**src/rtl/qrs_pkg.sv**
```systemverilog
// Package for the quadratic root solver: widths, root kind codes and the side struct.
// Used by every module of the block; depends on nothing.
package qrs_pkg;
    localparam int COEF_WIDTH = 16;
    localparam int FRAC_BITS  = 16;
    localparam int OUT_WIDTH  = 40;
    // d = b*b - 4ac needs 2*COEF_WIDTH+2 bits signed.
    localparam int DISC_WIDTH = 2 * COEF_WIDTH + 2;
    // Magnitude of d fits in DISC_WIDTH-1 bits; root has half of that, rounded up.
    localparam int SQRT_WIDTH = (DISC_WIDTH - 1 + 1) / 2;
    localparam int SQRT_STEPS = SQRT_WIDTH;
    // Numerator -b +/- s, shifted by FRAC_BITS.
    localparam int NUM_WIDTH  = COEF_WIDTH + 2;
    localparam int DIV_WIDTH  = NUM_WIDTH + FRAC_BITS;
    localparam int DEN_WIDTH  = COEF_WIDTH + 1;

    typedef enum logic [1:0] {
        KIND_DISTINCT = 2'd0,
        KIND_DOUBLE   = 2'd1,
        KIND_COMPLEX  = 2'd2,
        KIND_DEGEN    = 2'd3
    } t_kind;

    // Carried alongside the square root unit.
    typedef struct packed {
        t_kind                          kind;
        logic signed [COEF_WIDTH-1:0]   b;
        logic signed [DEN_WIDTH-1:0]    den;
    } t_side;
endpackage

```
**src/rtl/qrs_div.sv**
```systemverilog
// Pipelined signed divider, one quotient bit per stage, truncating toward zero,
// with saturation to the output range. Depends on qrs_pkg.
module qrs_div (
    input  logic                                   i_clk,
    input  logic                                   i_rst_n,
    input  logic                                   i_valid,
    input  logic signed [qrs_pkg::NUM_WIDTH-1:0]   i_num,
    input  logic signed [qrs_pkg::DEN_WIDTH-1:0]   i_den,
    output logic                                   o_valid,
    output logic signed [qrs_pkg::OUT_WIDTH-1:0]   o_quot
);
    localparam int NW = qrs_pkg::DIV_WIDTH;
    localparam int DW = qrs_pkg::DEN_WIDTH;
    localparam int OW = qrs_pkg::OUT_WIDTH;
    localparam int MW = (NW > OW) ? NW : OW;
    localparam logic [MW-1:0] POS_LIMIT = MW'((64'd1 << (OW - 1)) - 64'd1);
    localparam logic [MW-1:0] NEG_LIMIT = MW'(64'd1 << (OW - 1));

    logic             r_v   [1:NW];
    logic [NW-1:0]    r_n   [1:NW];
    logic [DW:0]      r_rem [1:NW];
    logic [DW-1:0]    r_d   [1:NW];
    logic             r_neg [1:NW];

    logic [NW-1:0] n_numa;
    logic [DW-1:0] n_dena;
    logic          n_sgn;
    always_comb begin
        logic signed [NW-1:0] sn;
        sn     = {i_num, {qrs_pkg::FRAC_BITS{1'b0}}};
        n_numa = sn[NW-1] ? NW'(-sn) : sn;
        n_dena = i_den[DW-1] ? DW'(-i_den) : i_den;
        n_sgn  = sn[NW-1] ^ i_den[DW-1];
    end

    for (genvar k = 0; k < NW; k++) begin : g_st
        logic          n_v;
        logic [NW-1:0] n_n;
        logic [DW:0]   n_rem;
        logic [DW-1:0] n_d;
        logic          n_neg;
        logic [DW:0]   n_sh, n_sub;
        if (k == 0) begin : g_src
            // The first stage takes the magnitudes formed above.
            assign n_v   = i_valid;
            assign n_n   = n_numa;
            assign n_rem = '0;
            assign n_d   = n_dena;
            assign n_neg = n_sgn;
        end else begin : g_src
            assign n_v   = r_v[k];
            assign n_n   = r_n[k];
            assign n_rem = r_rem[k];
            assign n_d   = r_d[k];
            assign n_neg = r_neg[k];
        end
        always_comb begin
            n_sh  = {n_rem[DW-1:0], n_n[NW-1]};
            n_sub = n_sh - {1'b0, n_d};
        end
        always_ff @(posedge i_clk) begin
            if (!i_rst_n) begin
                r_v[k+1] <= 1'b0;
            end else begin
                r_v[k+1] <= n_v;
            end
            r_d[k+1]   <= n_d;
            r_neg[k+1] <= n_neg;
            if (!n_sub[DW]) begin
                r_rem[k+1] <= n_sub;
                r_n[k+1]   <= {n_n[NW-2:0], 1'b1};
            end else begin
                r_rem[k+1] <= n_sh;
                r_n[k+1]   <= {n_n[NW-2:0], 1'b0};
            end
        end
    end

    // Sign restored here; a magnitude past the output range clamps to its end.
    logic [MW-1:0]        n_big;
    logic signed [OW-1:0] n_mag;
    always_comb begin
        n_big = MW'(r_n[NW]);
        n_mag = OW'(n_big);
        if (!r_neg[NW] && n_big > POS_LIMIT) begin
            o_quot = {1'b0, {(OW-1){1'b1}}};
        end else if (r_neg[NW] && n_big > NEG_LIMIT) begin
            o_quot = {1'b1, {(OW-1){1'b0}}};
        end else begin
            o_quot = r_neg[NW] ? -n_mag : n_mag;
        end
    end
    assign o_valid = r_v[NW];
endmodule
```
**config.mk**
```make
export PLATFORM = sky130hd
export DESIGN_NAME = qrs_div
export DESIGN_NICKNAME = d
export VERILOG_FILES = /design/src/rtl/qrs_pkg.sv /design/src/rtl/qrs_div.sv
export SDC_FILE = /design/constraint.sdc
export NUM_CORES = 2
export LEC_CHECK = 0
export BUFFER_PORTS_ARGS = -buffer_cell sky130_fd_sc_hd__buf_2
export CORE_MARGIN = 2
export CORE_UTILIZATION = 45
export CTS_CLUSTER_SIZE = 12
export DETAILED_ROUTE_END_ITERATION = 10
export HOLD_SLACK_MARGIN = 0.08
export PLACE_DENSITY = 0.59
export REMOVE_ABC_BUFFERS = 1
export SYNTH_ARGS = -nofsm -noshare
export SYNTH_HDL_FRONTEND = slang
export SYNTH_SLANG_ARGS = --single-unit
```
**constraint.sdc**
```tcl
create_clock -name i_clk -period 7.96 [get_ports i_clk]
set_input_delay 2.388 -clock i_clk [delete_from_list [all_inputs] [get_ports i_clk]]
set_output_delay 2.388 -clock i_clk [all_outputs]
set_load 0.02 [all_outputs]
```
==> flow_summary.json <==
{
  "io_pins": 79,
  "rsz0062_at_grt": "false",
  "portBuffers": 78,
  "die_h_um": 412,
  "ys_seq_elements": 1938,
  "outcome": "finished clean",
  "drive_gt1_share_pct": 7.92,
  "syn_area_sq_um": 74900,
  "drt-vias-per-instance": 5.01,
  "syn_area_per_cell_sq_um": 10.7,
  "synth_flop_cell": "dfxtp_1",
  "grt_pass1_vias": 47632,
  "min_period_ns": 6.20,
  "grt_usage_pct": 16.2,
  "p_sw_mw": 14.6,
  "dieArea_sq_um": 170000,
  "htreeDepth": 4,
  "cts_tree": "built",
  "place_congestion": 0.835,
  "power_frac_comb_pct": 43.0,
  "area_growth_pct": 12.8,
  "layout_commonest_cell": "dfxtp_1",
  "wire_per_inst_um": 14.4,
  "slew_violations": 0,
  "maxCapViolCount": 0,
  "coreArea_sq_um": 165000,
  "clkPwrFrac_pct": 21.5,
  "hpwl_mm": 103,
  "switching_share_pct": 35.1,
  "grt_pass1_wl_mm": 229,
  "num-nets-final": 7865,
  "hold_path.class": "reg2reg",
  "placed_cell_area_sq_um": 78100,
  "hold_viol": 0,
  "cp_max_fo": 4,
  "final_cell_mix": "1938 x dfxtp_1, 762 x inv_1, 550 x ha_1, 415 x nor2_1, 333 x mux2_1",
  "drtIter0Drc": 2108,
  "startpoint_type": "flip-flop",
  "final_core_util_pct": 51.1,
  "grt.overflow.total": 0,
  "synthArstFlopShare_pct": 0,
  "clock_path_buffers": 3,
  "ys_top_cells_by_area": "dfxtp_1 52%, ha_1 9.2%, mux2_1 5.0%, inv_1 3.8%, xnor2_1 3.8%",
  "clock_latency_ns": 0.84,
  "worstSetupPathType": "reg2out",
  "setup_viol": 0,
  "synth_cell_types": 75,
  "first_pass_iters": 7,
  "tns_ns": 0,
  "clock_skew_ns": 0.0669,
  "hold_start": "r_n[7][35]",
  "ctsResizeCount": 0,
  "cts-root-buf": "clkbuf_16",
  "yosysTopAreaCellShare_pct": 51.8,
  "num_antenna_cells": 0,
  "cp_data_required_time_ns": 5.57,
  "fin_crit_sh_pct": 77.9,
  "rows": 149,
  "critical_path.reg2reg.endpoint": "r_rem[0][236]",
  "worst-r2r-cell-count": 11,
  "cts.clk_slew.worst_paths_ns": 0.06,
  "synth_edf_count": 0,
  "p_int_mw": 27.0,
  "holdPathEnd": "r_n[8][2]",
  "yosysWarnings": 0,
  "synthCells": 6999,
  "num_vias": 47840,
  "initial_core_util_pct": 45.3,
  "slew-limit-headroom_pct": 19.3,
  "postCtsHoldBufs": 0,
  "drc_errors": 0,
  "critPathCaptureType": "output port",
  "cts_buffers": 199,
  "wl_mm": 138,
  "cts_sinks": 1938,
  "dieWidth_um": 412,
  "drtAntennaViolNets": 0,
  "p_leak_nw": 38.0,
  "synth_area_leader_cell": "dfxtp_1",
  "seq_power_share_pct": 35.5,
  "ir_drop_mv": 0.351,
  "fmax_ghz": 0.161,
  "r2r_slack_ns": 4.31,
  "finish.instance_area_sq_um": 84500,
  "antenna_found_initial": 1,
  "tightest_slew_ns": 1.20,
  "cts_setup_buffers": 0,
  "min_path_cells": 0,
  "regToRegStartpoint": "r_d[0][205]",
  "pwr_density_cell_nw_per_um2": 493,
  "power_mw": 41.6,
  "yosysSeqAreaShare_pct": 51.8,
  "grt_max_degree": 35,
  "arrival_ns": 3.82
}
==> power groups by stage <==
| stage | logic (mW) | registers [mW] | clock network, mW |
|---|---|---|---|
| after global placement | 17.5 | 15.0 | 0 |
| final | 17.9 | 14.8 | 8.94 |
| after CTS | 18.0 | 14.8 | 9.25 |
| after detailed placement | 17.7 | 15.0 | 0 |
| after global routing | 20.0 | 15.1 | 9.64 |
| after floorplan | 14.2 | 14.3 | 0 |
==> kinds of logic (layout without fill, tap and decap cells) <==
family	after synthesis	in the layout	share of synthesized area [%]
muxes	548	548	8.08
other	1	7	0.00501
xor gates and xnor gates	435	435	5.09
adders and majority gates	582	582	10.0
AOI/OAI and AO/OA	1339	1339	12.1
buffers and inverters	831	1191	4.25
DFF	1938	1938	51.8
and+or+nand+nor	1325	1325	8.61
==> layout make-up <==
class / count / area (sq um)
repair buffers: 108 / 616
well taps: 2189 / 2740
clock buffers: 276 / 5600
multi-input cells: 4236 / 33100
fillers: 14554 / 80700
flip-flops and latches: 1938 / 38800
inverters: 762 / 2860
clock inverters: 45 / 811
==> stage by stage <==
stage / setup WS (ns) / instances / hold WS, ns
after global routing: 1.43 / 9554 / 0.285
after CTS: 1.69 / 9554 / 0.275
final: 1.76 / 9554 / 0.282
after detailed placement: 1.65 / 9233 / 0.312
after floorplan: 2.19 / 6936 / 0.310
after global placement: 1.60 / 9233 / 0.310
==> flip-flops by register name, summed over array words and instances, names as in the netlist <==
signal	flops
r_rem	561
r_n	748
r_v	34
r_d	561
r_neg	34
==> synth_stat cells (109+ instances only) <==
master and count:
dfxtp_1 1938, inv_1 762, ha_1 550, nor2_1 415, mux2_1 333, a21oi_1 331, xnor2_1 325, nand2_1 275
o21ai_0 181, a21o_1 142, nand3_1 130, mux2_2 119, xor2_1 110, nor2b_1 109
==> critical path: stages (launching register included) <==
cell and delay, ns:
dfxtp_1 0.32, or4_1 0.59, nor4_1 0.41, nand2b_1 0.15, or3_1 0.42, or3_1 0.43
nor4_1 0.40, nor2_1 0.09, buf_2 0.18
==> per-layer routing <==
| layer | track usage [%] | share of wire [%] |
|---|---|---|
| met5 | 0 | 0 |
| met4 | 6.14 | 3.1 |
| met3 | 2.65 | 3.3 |
| met2 | 27.6 | 47 |
| met1 | 20.4 | 47 |
==> worst max-delay path by stage <==
| stage | slack (ns) | to | start | cells past startpoint |
|---|---|---|---|---|
| after floorplan | 2.19 | r_rem[0][18] | i_num[5] | 11 |
| after global placement | 1.60 | r_rem[0][18] | i_num[5] | 12 |
| after detailed placement | 1.65 | r_rem[0][18] | i_num[5] | 12 |
| after CTS | 1.69 | o_quot[37] | r_n[17][18] | 8 |
| after global routing | 1.43 | o_quot[39] | r_n[17][18] | 8 |
| final | 1.76 | o_quot[37] | r_n[17][18] | 8 |
(Power assumes the default switching activity.)
