### config.mk
export PLATFORM = sky130hd
export DESIGN_NAME = qrs_sqrt
export DESIGN_NICKNAME = d
export VERILOG_FILES = /design/src/rtl/qrs_pkg.sv /design/src/rtl/qrs_sqrt.sv
export SDC_FILE = /design/constraint.sdc
export NUM_CORES = 2
export LEC_CHECK = 0
export BUFFER_PORTS_ARGS = -buffer_cell sky130_fd_sc_hd__buf_2
export CAP_MARGIN = 20
export CORE_MARGIN = 4
export CORE_UTILIZATION = 60
export DETAILED_ROUTE_END_ITERATION = 10
export PLACE_DENSITY = 0.77
export SYNTH_ARGS = -nofsm -noshare
export SYNTH_HDL_FRONTEND = slang
export SYNTH_SLANG_ARGS = --single-unit
### constraint.sdc
create_clock -name i_clk -period 8.82 [get_ports i_clk]
set_input_delay 0.882 -clock i_clk [delete_from_list [all_inputs] [get_ports i_clk]]
set_output_delay 0.882 -clock i_clk [all_outputs]
set_load 0.03 [all_outputs]
### src/rtl/qrs_pkg.sv
// Package for the quadratic root solver: widths, root kind codes and the side struct.
// Used by every module of the block; depends on nothing.
package qrs_pkg;
    localparam int COEF_WIDTH = 16;
    localparam int FRAC_BITS  = 16;
    localparam int OUT_WIDTH  = 40;
    // d = b*b - 4ac needs 2*COEF_WIDTH+2 bits signed.
    localparam int DISC_WIDTH = 2 * COEF_WIDTH + 2;
    // Magnitude of d fits in DISC_WIDTH-1 bits; root has half of that, rounded up.
    localparam int SQRT_WIDTH = (DISC_WIDTH - 1 + 1) / 2;
    localparam int SQRT_STEPS = SQRT_WIDTH;
    // Numerator -b +/- s, shifted by FRAC_BITS.
    localparam int NUM_WIDTH  = COEF_WIDTH + 2;
    localparam int DIV_WIDTH  = NUM_WIDTH + FRAC_BITS;
    localparam int DEN_WIDTH  = COEF_WIDTH + 1;

    typedef enum logic [1:0] {
        KIND_DISTINCT = 2'd0,
        KIND_DOUBLE   = 2'd1,
        KIND_COMPLEX  = 2'd2,
        KIND_DEGEN    = 2'd3
    } t_kind;

    // Carried alongside the square root unit.
    typedef struct packed {
        t_kind                          kind;
        logic signed [COEF_WIDTH-1:0]   b;
        logic signed [DEN_WIDTH-1:0]    den;
    } t_side;
endpackage

### src/rtl/qrs_sqrt.sv
// Pipelined floor square root, one result bit per stage.
// Depends on qrs_pkg.
module qrs_sqrt (
    input  logic                                 i_clk,
    input  logic                                 i_rst_n,
    input  logic                                 i_valid,
    input  logic [qrs_pkg::DISC_WIDTH-2:0]       i_mag,
    input  qrs_pkg::t_side                       i_side,
    output logic                                 o_valid,
    output logic [qrs_pkg::SQRT_WIDTH-1:0]       o_root,
    output qrs_pkg::t_side                       o_side
);
    localparam int N  = qrs_pkg::SQRT_STEPS;
    localparam int RW = 2 * N + 2;

    logic                 r_v   [1:N];
    logic [2*N-1:0]       r_rem [1:N];
    logic [N-1:0]         r_q   [1:N];
    logic [RW-1:0]        r_acc [1:N];
    qrs_pkg::t_side       r_sd  [1:N];

    // Restoring method: each stage brings in two bits of the radicand.
    for (genvar k = 0; k < N; k++) begin : g_st
        logic                 n_v;
        logic [2*N-1:0]       n_rem;
        logic [N-1:0]         n_q;
        logic [RW-1:0]        n_prev;
        qrs_pkg::t_side       n_sd;
        logic [RW-1:0]        n_acc, n_try;
        if (k == 0) begin : g_src
            // The first stage takes the item straight from the inputs.
            assign n_v    = i_valid;
            assign n_rem  = {{(2*N-(qrs_pkg::DISC_WIDTH-1)){1'b0}}, i_mag};
            assign n_q    = '0;
            assign n_prev = '0;
            assign n_sd   = i_side;
        end else begin : g_src
            assign n_v    = r_v[k];
            assign n_rem  = r_rem[k];
            assign n_q    = r_q[k];
            assign n_prev = r_acc[k];
            assign n_sd   = r_sd[k];
        end
        always_comb begin
            n_acc = {n_prev[RW-3:0], n_rem[2*N-1 -: 2]};
            n_try = n_acc - {{(RW-N-2){1'b0}}, n_q, 2'b01};
        end
        always_ff @(posedge i_clk) begin
            if (!i_rst_n) begin
                r_v[k+1] <= 1'b0;
            end else begin
                r_v[k+1] <= n_v;
            end
            r_rem[k+1] <= {n_rem[2*N-3:0], 2'b00};
            r_sd[k+1]  <= n_sd;
            if (!n_try[RW-1]) begin
                r_acc[k+1] <= n_try;
                r_q[k+1]   <= {n_q[N-2:0], 1'b1};
            end else begin
                r_acc[k+1] <= n_acc;
                r_q[k+1]   <= {n_q[N-2:0], 1'b0};
            end
        end
    end

    assign o_valid = r_v[N];
    assign o_root  = r_q[N];
    assign o_side  = r_sd[N];
endmodule

==> reports/results.ini <==
[setup_path]
critical-path-slowest-cell = sky130_fd_sc_hd__or4_1
timing.critical_path.cells = or4_1, or3_1, nor4_2, mux2_2, a2111oi_2, o211ai_2, or3_1, xnor2_1
critical_path_buf_inv_count = 0
endpoint_kind = flip-flop
setup.worst_path.start_class = flip-flop
timing.critical_path.fanout_max = 9
timing.critical_path.max_delay_family = simple AND/OR/NAND/NOR gates
ff2ff_setup_slack_ns = 4.98
critPathMaxStageDelay_ns = 0.57
critPathArrivalTime_ns = 4.42
timing_worst_setup_path_type = reg2reg
cpMostUsedCell = sky130_fd_sc_hd__or3_1
required_ns = 9.41

[clock_tree]
ctsLongestPathBuffers = 3
clkTransAtPathRegs_ns = 0.06
clkSinkCount = 1516
post_cts.resized_instances = 0
cts.repair_timing.setup_buffer_count = 0
tritoncts_clock_tree = done
clk-insertion-delay-late_ns = 0.72
cts_hold_buffers = 0
clock_tree.root_cell = sky130_fd_sc_hd__clkbuf_16
cts_htree_levels = 4
numCtsBuffers = 142

[job]
max-cap-violations = 0

[power]
comb_power_share_pct = 15.2
power.share.clock_pct = 35.7
cellPowerDensity_nw_per_um2 = 328
net-switching-power_uw = 4540
worst_ir_drop_vdd_mv = 0.224
power_leakage_uw = 0.0223
power.share.switching_pct = 26.6
power.share.sequential_pct = 49.1
power_report.internal_total_uw = 12500

[finish]
layout_commonest_cell = sky130_fd_sc_hd__dfxtp_1
drive_gt1_share_pct = 11.5
num-nets-final = 4260
area_taken_by_multi_input_logic_gates_um2 = 14200
final-seq-area_um2 = 30300
nFillCells = 5233
layout.cells.most_common_list = sky130_fd_sc_hd__dfxtp_1, sky130_fd_sc_hd__xor2_1, sky130_fd_sc_hd__inv_1, sky130_fd_sc_hd__nor2_1, sky130_fd_sc_hd__nand2_1
utilization_pct = 69.7
layout-area-overhead-vs-synth_pct = 14.4

[route]
drc = 0
route.antenna.remaining_nets = 0
avgViaCountPerCell = 5.03
route.vias.total = 25751
routed_wire_length_per_instance_um = 13.3
drt-total-wl_um = 67800
drt_first_pass_iters = 5
detailedRoute.firstIterationViolations = 1085

[synthesis]
sequential_element_share_of_the_synthesized_area_pct = 66.6
synth.net_count = 4056
cell_type_with_the_largest_total_area_after_synthesis = sky130_fd_sc_hd__dfxtp_1
syn_area_um2 = 45600
ys_ff_latch = 1516
avgSynthCellArea_um2 = 11.9
yosys-top-cells-area = sky130_fd_sc_hd__dfxtp_1, sky130_fd_sc_hd__xor2_1, sky130_fd_sc_hd__ha_1
synth-main-ff-cell = sky130_fd_sc_hd__dfxtp_1
synth_top_area_share_pct = 66.6
synth-warning-count = 0
synth-async-reset-ratio_pct = 0
synth_cell_type_count = 89
postSynthCellCount = 3834
synth-edff-count = 0

[floorplan]
floorplan.initialDensity_pct = 60.9
boundaryPins = 124
core_area_um2 = 74800
die_y_um = 284
fp.dieArea_um2 = 80400
row_count = 100
die_w_um = 284

[run_status]
result_of_the_run = finished clean

[grt]
grt_overflow_total = 0
vias_in_the_first_global_route = 25633
grt_pass1_wl_um = 115000
grt_start_max_net_pins = 38
grt_antenna_before_repair = 1
globalRouteTotalUtil_pct = 16.8

[place]
place.port_buffers = 123
detailedPlacementHpwl_um = 46400
place_congestion = 0.901

[timing]
finalMaxSlewViolations = 0
max_slew_margin_pct = 30.2
transition_at_the_pin_with_the_smallest_max_transition_slack_ns = 1.03
fin_tns_setup_ns = 0
fmax_ghz = 0.261
timing.final.setup_violations = 0
unrepaired_setup_endpoints_after_global_routing = false
timing.clock.skew_ns = 0.0301
final_period_minus_worst_setup_slack_ns = 3.84
timing.final.hold_violations = 0
layout_worst_path_cycle_share_pct = 43.5

[hold_path]
min-delay-path-class = in2reg

-- state kept, by name, indices dropped and copies added (netlist names) --
register	cells
r_sd	595
r_acc	479
r_rem	272
r_q	153
r_v	17
-- metrics by stage --
stage | instance area, um^2 | power, uW | hold slack [ns] | setup WS [ns] | std cells
6_report | 52100 | 17100 | 0.253 | 4.98 | 5116
5_1_grt | 52100 | 18000 | 0.211 | 4.72 | 5116
4_1_cts | 52100 | 17300 | 0.201 | 4.97 | 5113
3_5_place_dp | 47200 | 11100 | 0.312 | 5.02 | 4861
3_3_place_gp | 47200 | 11000 | 0.309 | 5.04 | 4861
2_1_floorplan | 45600 | 10500 | 0.310 | 5.35 | 3834
-- worst register-to-register path, stage by stage (launching register included) --
cell	delay (ns)
sky130_fd_sc_hd__dfxtp_1	0.37
sky130_fd_sc_hd__or4_1	0.58
sky130_fd_sc_hd__or3_1	0.52
sky130_fd_sc_hd__nor4_2	0.42
sky130_fd_sc_hd__mux2_2	0.41
sky130_fd_sc_hd__a2111oi_2	0.55
sky130_fd_sc_hd__o211ai_2	0.33
sky130_fd_sc_hd__or3_1	0.39
sky130_fd_sc_hd__xnor2_1	0.13
-- final timing paths --
kind,startpoint,to,cells after the start
worst max-delay path,r_acc[1][231],r_acc[1][276],8
worst min-delay path,i_mag[5],r_rem[1][5],1
worst max register to register,r_acc[1][231],r_acc[1][276],8
worst min register to register,r_rem[5][12],r_rem[6][14],0
-- routing by layer --
metal	up-vias	track usage, %	part of all wire, %	routed length, um
li1	13378	-	-	-
met4	0	8.70	4.4	2980
met1	11742	17.2	39	26600
met3	194	3.39	3.7	2480
met5	-	0	0	0
met2	437	32.3	53	35700
-- power groups by stage --
stage          clock [uW]  combinational [uW]  sequential, uW
4_1_cts              6260                2600            8390
5_1_grt              6560                2930            8510
6_report             6090                2600            8390
2_1_floorplan           0                2090            8370
3_3_place_gp            0                2530            8500
3_5_place_dp            0                2580            8530
-- cell usage after synthesis (13+ instances only) --
cell and instances:
sky130_fd_sc_hd__nand4_1 13, sky130_fd_sc_hd__xnor2_1 168, sky130_fd_sc_hd__or3_1 58, sky130_fd_sc_hd__xor2_1 243, sky130_fd_sc_hd__nand3_1 56, sky130_fd_sc_hd__ha_1 151, sky130_fd_sc_hd__nor2_1 192, sky130_fd_sc_hd__or4_1 49
sky130_fd_sc_hd__o21a_1 30, sky130_fd_sc_hd__nor2b_1 27, sky130_fd_sc_hd__mux2_2 41, sky130_fd_sc_hd__and2_1 25, sky130_fd_sc_hd__o31ai_1 16, sky130_fd_sc_hd__nor4b_1 14, sky130_fd_sc_hd__clkbuf_1 59, sky130_fd_sc_hd__nor4_1 97
sky130_fd_sc_hd__nor3_1 136, sky130_fd_sc_hd__and3_1 19, sky130_fd_sc_hd__a21oi_1 97, sky130_fd_sc_hd__or2_2 22, sky130_fd_sc_hd__o21ai_0 134, sky130_fd_sc_hd__a211oi_1 14, sky130_fd_sc_hd__inv_1 201, sky130_fd_sc_hd__nand2_1 183
sky130_fd_sc_hd__nand2b_1 32, sky130_fd_sc_hd__dfxtp_1 1516, sky130_fd_sc_hd__nand3b_1 24, sky130_fd_sc_hd__a31oi_1 13, sky130_fd_sc_hd__a21o_1 36
-- area by class of cell --
type | count | share of cell area, %
clock buffer | 190 | 7.72
antenna | 1 | 0.00480
sequential | 1516 | 58.2
multi-input combinational | 2037 | 27.2
tap | 969 | 2.33
clock inverter | 62 | 1.71
timing repair buffer | 137 | 1.40
inverter | 204 | 1.47
-- cells by family after synthesis --
family                     count (synthesis)  share of synthesized area (%)
and+or+nand+nor                          997                           11.8
AOI/OAI and AO/OA                        423                           5.87
xor gates and xnor gates                 413                           7.97
DFF                                     1516                           66.6
other                                      1                        0.00823
buffers and inverters                    281                           2.39
muxes                                     52                           1.26
adders and majority gates                151                           4.15
Power figures use the tool's default switching activity.
